--- config.mk ---
export PLATFORM = sky130hd
export DESIGN_NAME = shac_ctrl
export DESIGN_NICKNAME = d
export VERILOG_FILES = /design/src/shac_pkg.sv /design/src/shac_ctrl.sv
export SDC_FILE = /design/constraint.sdc
export NUM_CORES = 1
export LEC_CHECK = 0
export ABC_AREA = 1
export BUFFER_PORTS_ARGS = -buffer_cell sky130_fd_sc_hd__buf_2
export CORE_AREA = 8 8 45 47
export CTS_BUF_LIST = sky130_fd_sc_hd__clkbuf_8
export DETAILED_ROUTE_END_ITERATION = 10
export DIE_AREA = 0 0 53 55
export PLACE_DENSITY_LB_ADDON = 0.05
export SYNTH_ARGS = -nofsm -noshare
export SYNTH_HDL_FRONTEND = slang
export SYNTH_SLANG_ARGS = --single-unit
--- constraint.sdc ---
create_clock -name clk -period 4.1 [get_ports clk]
set_clock_uncertainty 0.2 [all_clocks]
set_input_delay 0.82 -clock clk [delete_from_list [all_inputs] [get_ports clk]]
set_output_delay 0.82 -clock clk [all_outputs]
set_load 0.005 [all_outputs]
--- src/shac_pkg.sv ---
// Shared types, constants and round constants of the SHA-512/384 core.
`timescale 1ns / 1ps
package shac_pkg;

    localparam int WORD_W = 64;
    localparam int ROUNDS = 80;
    localparam logic [7:0] PAD_BYTE = 8'h80;
    localparam logic [3:0] LEN_SLOT = 4'd14;

    typedef enum logic [3:0] {
        ST_IDLE,
        ST_ROUND,
        ST_ADD,
        ST_PAD,
        ST_EMIT
    } state_t;

    // Controller to datapath commands
    typedef struct packed {
        logic       load_iv;
        logic       take_word;
        logic       push_pad;
        logic       start_round;
        logic       do_round;
        logic       do_add;
        logic       emit_step;
        logic       finish;
    } cmd_t;

    // Datapath to controller status
    typedef struct packed {
        logic       block_full;
        logic       rounds_done;
        logic       pad_done;
        logic       pad_left;
        logic       emit_last;
    } stat_t;

    function automatic logic [63:0] round_const(input logic [6:0] i);
        logic [63:0] k;
        unique case (i)
            7'd0: k = 64'h428a2f98d728ae22; 7'd1: k = 64'h7137449123ef65cd;
            7'd2: k = 64'hb5c0fbcfec4d3b2f; 7'd3: k = 64'he9b5dba58189dbbc;
            7'd4: k = 64'h3956c25bf348b538; 7'd5: k = 64'h59f111f1b605d019;
            7'd6: k = 64'h923f82a4af194f9b; 7'd7: k = 64'hab1c5ed5da6d8118;
            7'd8: k = 64'hd807aa98a3030242; 7'd9: k = 64'h12835b0145706fbe;
            7'd10: k = 64'h243185be4ee4b28c; 7'd11: k = 64'h550c7dc3d5ffb4e2;
            7'd12: k = 64'h72be5d74f27b896f; 7'd13: k = 64'h80deb1fe3b1696b1;
            7'd14: k = 64'h9bdc06a725c71235; 7'd15: k = 64'hc19bf174cf692694;
            7'd16: k = 64'he49b69c19ef14ad2; 7'd17: k = 64'hefbe4786384f25e3;
            7'd18: k = 64'h0fc19dc68b8cd5b5; 7'd19: k = 64'h240ca1cc77ac9c65;
            7'd20: k = 64'h2de92c6f592b0275; 7'd21: k = 64'h4a7484aa6ea6e483;
            7'd22: k = 64'h5cb0a9dcbd41fbd4; 7'd23: k = 64'h76f988da831153b5;
            7'd24: k = 64'h983e5152ee66dfab; 7'd25: k = 64'ha831c66d2db43210;
            7'd26: k = 64'hb00327c898fb213f; 7'd27: k = 64'hbf597fc7beef0ee4;
            7'd28: k = 64'hc6e00bf33da88fc2; 7'd29: k = 64'hd5a79147930aa725;
            7'd30: k = 64'h06ca6351e003826f; 7'd31: k = 64'h142929670a0e6e70;
            7'd32: k = 64'h27b70a8546d22ffc; 7'd33: k = 64'h2e1b21385c26c926;
            7'd34: k = 64'h4d2c6dfc5ac42aed; 7'd35: k = 64'h53380d139d95b3df;
            7'd36: k = 64'h650a73548baf63de; 7'd37: k = 64'h766a0abb3c77b2a8;
            7'd38: k = 64'h81c2c92e47edaee6; 7'd39: k = 64'h92722c851482353b;
            7'd40: k = 64'ha2bfe8a14cf10364; 7'd41: k = 64'ha81a664bbc423001;
            7'd42: k = 64'hc24b8b70d0f89791; 7'd43: k = 64'hc76c51a30654be30;
            7'd44: k = 64'hd192e819d6ef5218; 7'd45: k = 64'hd69906245565a910;
            7'd46: k = 64'hf40e35855771202a; 7'd47: k = 64'h106aa07032bbd1b8;
            7'd48: k = 64'h19a4c116b8d2d0c8; 7'd49: k = 64'h1e376c085141ab53;
            7'd50: k = 64'h2748774cdf8eeb99; 7'd51: k = 64'h34b0bcb5e19b48a8;
            7'd52: k = 64'h391c0cb3c5c95a63; 7'd53: k = 64'h4ed8aa4ae3418acb;
            7'd54: k = 64'h5b9cca4f7763e373; 7'd55: k = 64'h682e6ff3d6b2b8a3;
            7'd56: k = 64'h748f82ee5defb2fc; 7'd57: k = 64'h78a5636f43172f60;
            7'd58: k = 64'h84c87814a1f0ab72; 7'd59: k = 64'h8cc702081a6439ec;
            7'd60: k = 64'h90befffa23631e28; 7'd61: k = 64'ha4506cebde82bde9;
            7'd62: k = 64'hbef9a3f7b2c67915; 7'd63: k = 64'hc67178f2e372532b;
            7'd64: k = 64'hca273eceea26619c; 7'd65: k = 64'hd186b8c721c0c207;
            7'd66: k = 64'heada7dd6cde0eb1e; 7'd67: k = 64'hf57d4f7fee6ed178;
            7'd68: k = 64'h06f067aa72176fba; 7'd69: k = 64'h0a637dc5a2c898a6;
            7'd70: k = 64'h113f9804bef90dae; 7'd71: k = 64'h1b710b35131c471b;
            7'd72: k = 64'h28db77f523047d84; 7'd73: k = 64'h32caab7b40c72493;
            7'd74: k = 64'h3c9ebe0a15c9bebc; 7'd75: k = 64'h431d67c49c100d4c;
            7'd76: k = 64'h4cc5d4becb3e42b6; 7'd77: k = 64'h597f299cfc657e2a;
            7'd78: k = 64'h5fcb6fab3ad6faec; 7'd79: k = 64'h6c44198c4a475817;
            default: k = '0;
        endcase
        return k;
    endfunction

    function automatic logic [63:0] init_value(input logic sel, input logic [2:0] i);
        logic [63:0] v;
        unique case ({sel, i})
            4'd0: v = 64'h6a09e667f3bcc908; 4'd1: v = 64'hbb67ae8584caa73b;
            4'd2: v = 64'h3c6ef372fe94f82b; 4'd3: v = 64'ha54ff53a5f1d36f1;
            4'd4: v = 64'h510e527fade682d1; 4'd5: v = 64'h9b05688c2b3e6c1f;
            4'd6: v = 64'h1f83d9abfb41bd6b; 4'd7: v = 64'h5be0cd19137e2179;
            4'd8: v = 64'hcbbb9d5dc1059ed8; 4'd9: v = 64'h629a292a367cd507;
            4'd10: v = 64'h9159015a3070dd17; 4'd11: v = 64'h152fecd8f70e5939;
            4'd12: v = 64'h67332667ffc00b31; 4'd13: v = 64'h8eb44a8768581511;
            4'd14: v = 64'hdb0c2e0d64f98fa7; default: v = 64'h47b5481dbefa4fa4;
        endcase
        return v;
    endfunction

    function automatic logic [63:0] rotr(input logic [63:0] x, input int n);
        return (x >> n) | (x << (64 - n));
    endfunction

endpackage

--- src/shac_ctrl.sv ---
// Controller state machine of the SHA-512/384 core.
`timescale 1ns / 1ps
module shac_ctrl (
    input  logic            clk,
    input  logic            rst_n,
    input  logic            in_valid,
    input  logic            in_final,
    output logic            in_ready,
    output logic            out_valid,
    input  logic            out_ready,
    input  shac_pkg::stat_t stat,
    output shac_pkg::cmd_t  cmd
);
    shac_pkg::state_t state_reg, state_next;
    logic started_reg, started_next;

    always_ff @(posedge clk or negedge rst_n)
    begin
        if (!rst_n)
        begin
            state_reg   <= shac_pkg::ST_IDLE;
            started_reg <= 1'b0;
        end
        else
        begin
            state_reg   <= state_next;
            started_reg <= started_next;
        end
    end

    always_comb
    begin
        state_next   = state_reg;
        started_next = started_reg;
        unique case (state_reg)
            shac_pkg::ST_IDLE:
                if (in_valid)
                begin
                    started_next = !in_final;
                    if (stat.block_full)
                        state_next = shac_pkg::ST_ROUND;
                    else if (in_final)
                        state_next = shac_pkg::ST_PAD;
                end
            shac_pkg::ST_PAD:
                if (stat.block_full)
                    state_next = shac_pkg::ST_ROUND;
            shac_pkg::ST_ROUND:
                if (stat.rounds_done)
                    state_next = shac_pkg::ST_ADD;
            shac_pkg::ST_ADD:
                if (stat.pad_left && stat.pad_done)
                    state_next = shac_pkg::ST_EMIT;
                else if (stat.pad_left)
                    state_next = shac_pkg::ST_PAD;
                else
                    state_next = shac_pkg::ST_IDLE;
            shac_pkg::ST_EMIT:
                if (out_ready && stat.emit_last)
                    state_next = shac_pkg::ST_IDLE;
            default:
                state_next = shac_pkg::ST_IDLE;
        endcase
    end

    always_comb
    begin
        cmd       = '0;
        in_ready  = 1'b0;
        out_valid = 1'b0;
        unique case (state_reg)
            shac_pkg::ST_IDLE:
            begin
                in_ready      = 1'b1;
                cmd.take_word = in_valid;
                cmd.load_iv   = in_valid && !started_reg;
                cmd.start_round = in_valid && stat.block_full;
            end
            shac_pkg::ST_PAD:
            begin
                cmd.push_pad    = 1'b1;
                cmd.start_round = stat.block_full;
            end
            shac_pkg::ST_ROUND:
                cmd.do_round = 1'b1;
            shac_pkg::ST_ADD:
                cmd.do_add = 1'b1;
            shac_pkg::ST_EMIT:
            begin
                out_valid     = 1'b1;
                cmd.emit_step = out_ready;
                cmd.finish    = out_ready && stat.emit_last;
            end
            default: ;
        endcase
    end
endmodule

==> run_results.csv <==
group,metric,value,unit
status,status,"finished clean",
logic_synthesis,synth-seq-cells,4,
logic_synthesis,synth_top_cell_area_share,30.2,%
setup_path,crit_required,3.08,ns
clocking,cts_setup_buffers,0,
setup_path,cp_max_fo,7,
route,drt-wirelength-per-cell,9.27,um
timing,setup_viol_count_final,0,
die,core,1380,um^2
route,drc,0,
route,via_per_inst,3.97,
clocking,clock-sinks,4,
layout,layout_common_cells,"buf_2 (19), inv_1 (13), nand2_1 (12), nand3_1 (8), nor2_1 (6)",
power,max-vdd-ir-drop,0.315,mV
power,total_leakage_power,0.000330,uW
global_route,grt_pass1_wl,1390,um
route,drtIter0Drc,3,
power,p_sw,133,uW
global_route,grt_max_degree,8,
timing,max_clock_freq,417,MHz
clocking,numCtsBuffers,3,
global_route,antenna_found_initial,0,
global_route,grt_pass1_vias,373,
power,power_frac_seq,23.7,%
setup_path,cpLargestDelayFamily,"flip-flops",
global_route,overflow,0,
layout,nets,89,
clocking,ctsRootBufferMaster,"clkbuf_8",
setup_path,path_common_cell,"nor2_2",
layout,post_route_cells_drive_above_1_share,40.3,%
logic_synthesis,yosysWarnings,0,
clocking,cts_buffer_depth,2,
global_route,grt.total_usage,6.35,%
run,drv_cap,0,
placed_design,dp.cells,90,
hold_path,hold_class,"input pin to async pin",
placed_design,port_buffers,19,
layout,largest_reg_flops,3,
power,power-per-cell-area,656,nW/um^2
logic_synthesis,yosysSeqAreaShare,30.2,%
setup_path,crit_buf_inv,2,
timing,finalSetupTns,0,ns
logic_synthesis,ys_top_cells_by_area,"dfrtp_1 (30%), inv_1 (15%), nand2_1 (14%)",
power,intPower,187,uW
clocking,cts_resized,0,
die,die-area,2920,um^2
logic_synthesis,synth_area_leader_cell,"dfrtp_1",
logic_synthesis,syn_inst,55,
timing,tightest_slew,0.228,ns
layout,n_antenna_cell,0,
setup_path,r2r_slack,2.70,ns
clocking,hold_buffers,0,
setup_path,critical_path_arrival,1.38,ns
route,route.vias.total,369,
placed_design,place.gp.congestion,0.773,
clocking,cts_tree,"built",
timing,finalMaxSlewViolations,0,
timing,max-slew-margin-rel,84.8,%
logic_synthesis,avgSynthCellArea,6.03,um^2
clocking,worstSkewPairLatency,0.21,ns
logic_synthesis,syn_area,332,um^2
power,combPwrFrac,51.2,%
timing,finalCriticalPeriod,2.40,ns
logic_synthesis,synth.distinct_cells,13,
setup_path,start_kind,"flop",
power,p_sw_share,41.6,%
timing,rsz0062_at_grt,"no",
route,ant_nets,0,
timing,fin_crit_sh,58.5,%
setup_path,cpMaxStageDelayCell,"dfrtp_1",
route,routed_wl,862,um
power,p_clk_share,25.2,%
setup_path,worstSetupPathType,"flop to output port",
route,firstDrtPassIters,2,
logic_synthesis,synth_nets,65,
die,initial_utilization,24.0,%
timing,hold_viol,0,
setup_path,max_stage_delay,0.44,ns
placed_design,hpwl,752,um
setup_path,critPathCaptureType,"output port",
clocking,htreeDepth,1,
timing,layout_setup_ws,1.70,ns
die,io_pins,20,
die,die_h,55,um
setup_path,crit_chain,"nor2_2 > nand2_2 > nor2_2 > inv_2 > a21oi_1 > buf_2",
clocking,clkSlewWorstSetupHoldPaths,0.03,ns
die,rows,14,
die,die_w,53,um
layout,layout_commonest_cell,"buf_2",
layout,areaGrowthSynthToFinish,47.2,%
layout,layout.cells.non_filler,93,
placed_design,preCtsSetupSlack,1.70,ns
-- power groups by stage --
| stage | sequential (uW) | clock (uW) | combinational [uW] |
|---|---|---|---|
| floorplan | 72.1 | 0 | 116 |
| global placement | 77.9 | 0 | 172 |
| detailed placement | 75.9 | 0 | 168 |
| CTS | 75.5 | 83.5 | 169 |
| global route | 78.6 | 86.7 | 192 |
| finish | 75.8 | 80.5 | 164 |
-- cell families (layout without fill, tap and decap cells) --
group / after synthesis / after routing / share of synthesized area [%]
simple gates: 34 / 34 / 48.3
buf+inv: 14 / 36 / 15.8
flops: 4 / 4 / 30.2
compound gates: 3 / 3 / 5.66
-- cell usage after synthesis, drive strengths merged --
library cell and instances:
a31o 1, nand3 9, nor2 10, nand2 14, o21ai 1, nor3 1, dfrtp 4, inv 14
a21oi 1
-- path summary, 6_finish.rpt --
kind | from | end | cells past startpoint
setup / recovery | state_reg[0] | cmd[4] | 6
hold / removal | rst_n | state_reg[1] | 1
setup reg to reg | state_reg[0] | state_reg[0] | 6
hold reg to reg | started_reg | started_reg | 2
max in group asynchronous | rst_n | state_reg[0] | 1
min in group clk | started_reg | started_reg | 2
-- worst register-to-register path, cell delays in order, from the launching register on --
cell,delay (ns)
dfrtp_1,0.44
nor2_2,0.21
nand2_2,0.10
nand2_1,0.10
nand3_2,0.09
nand3_1,0.09
nand2_1,0.05
-- per-layer routing --
layer  global-route usage (%)  vias to the layer above  wire length (um)
li1                         -                      209                 -
met1                     5.96                      150               359
met2                     10.7                       10               405
met3                     2.67                        0                97
met4                     5.17                        0                 0
met5                        0                        -                 0
-- area by class of cell --
type                       count  area [um^2]
sequential                     4          100
inverter                      14         52.6
clock buffer                   3         41.3
fill                         152          896
timing repair buffer          19         95.1
multi-input combinational     37          179
tap                           16         20.0
-- metrics by stage --
stage | util, % | total power, uW | instance area, um^2 | hold slack, ns
3_5_place_dp | 32.3 | 244 | 447 | 0.288
2_1_floorplan | - | 188 | 332 | 0.259
3_3_place_gp | 32.3 | 250 | 447 | 0.324
5_1_grt | 35.3 | 358 | 488 | 0.204
4_1_cts | 35.3 | 328 | 488 | 0.202
6_report | 35.3 | 320 | 488 | 0.204
Power figures use the tool's default switching activity.
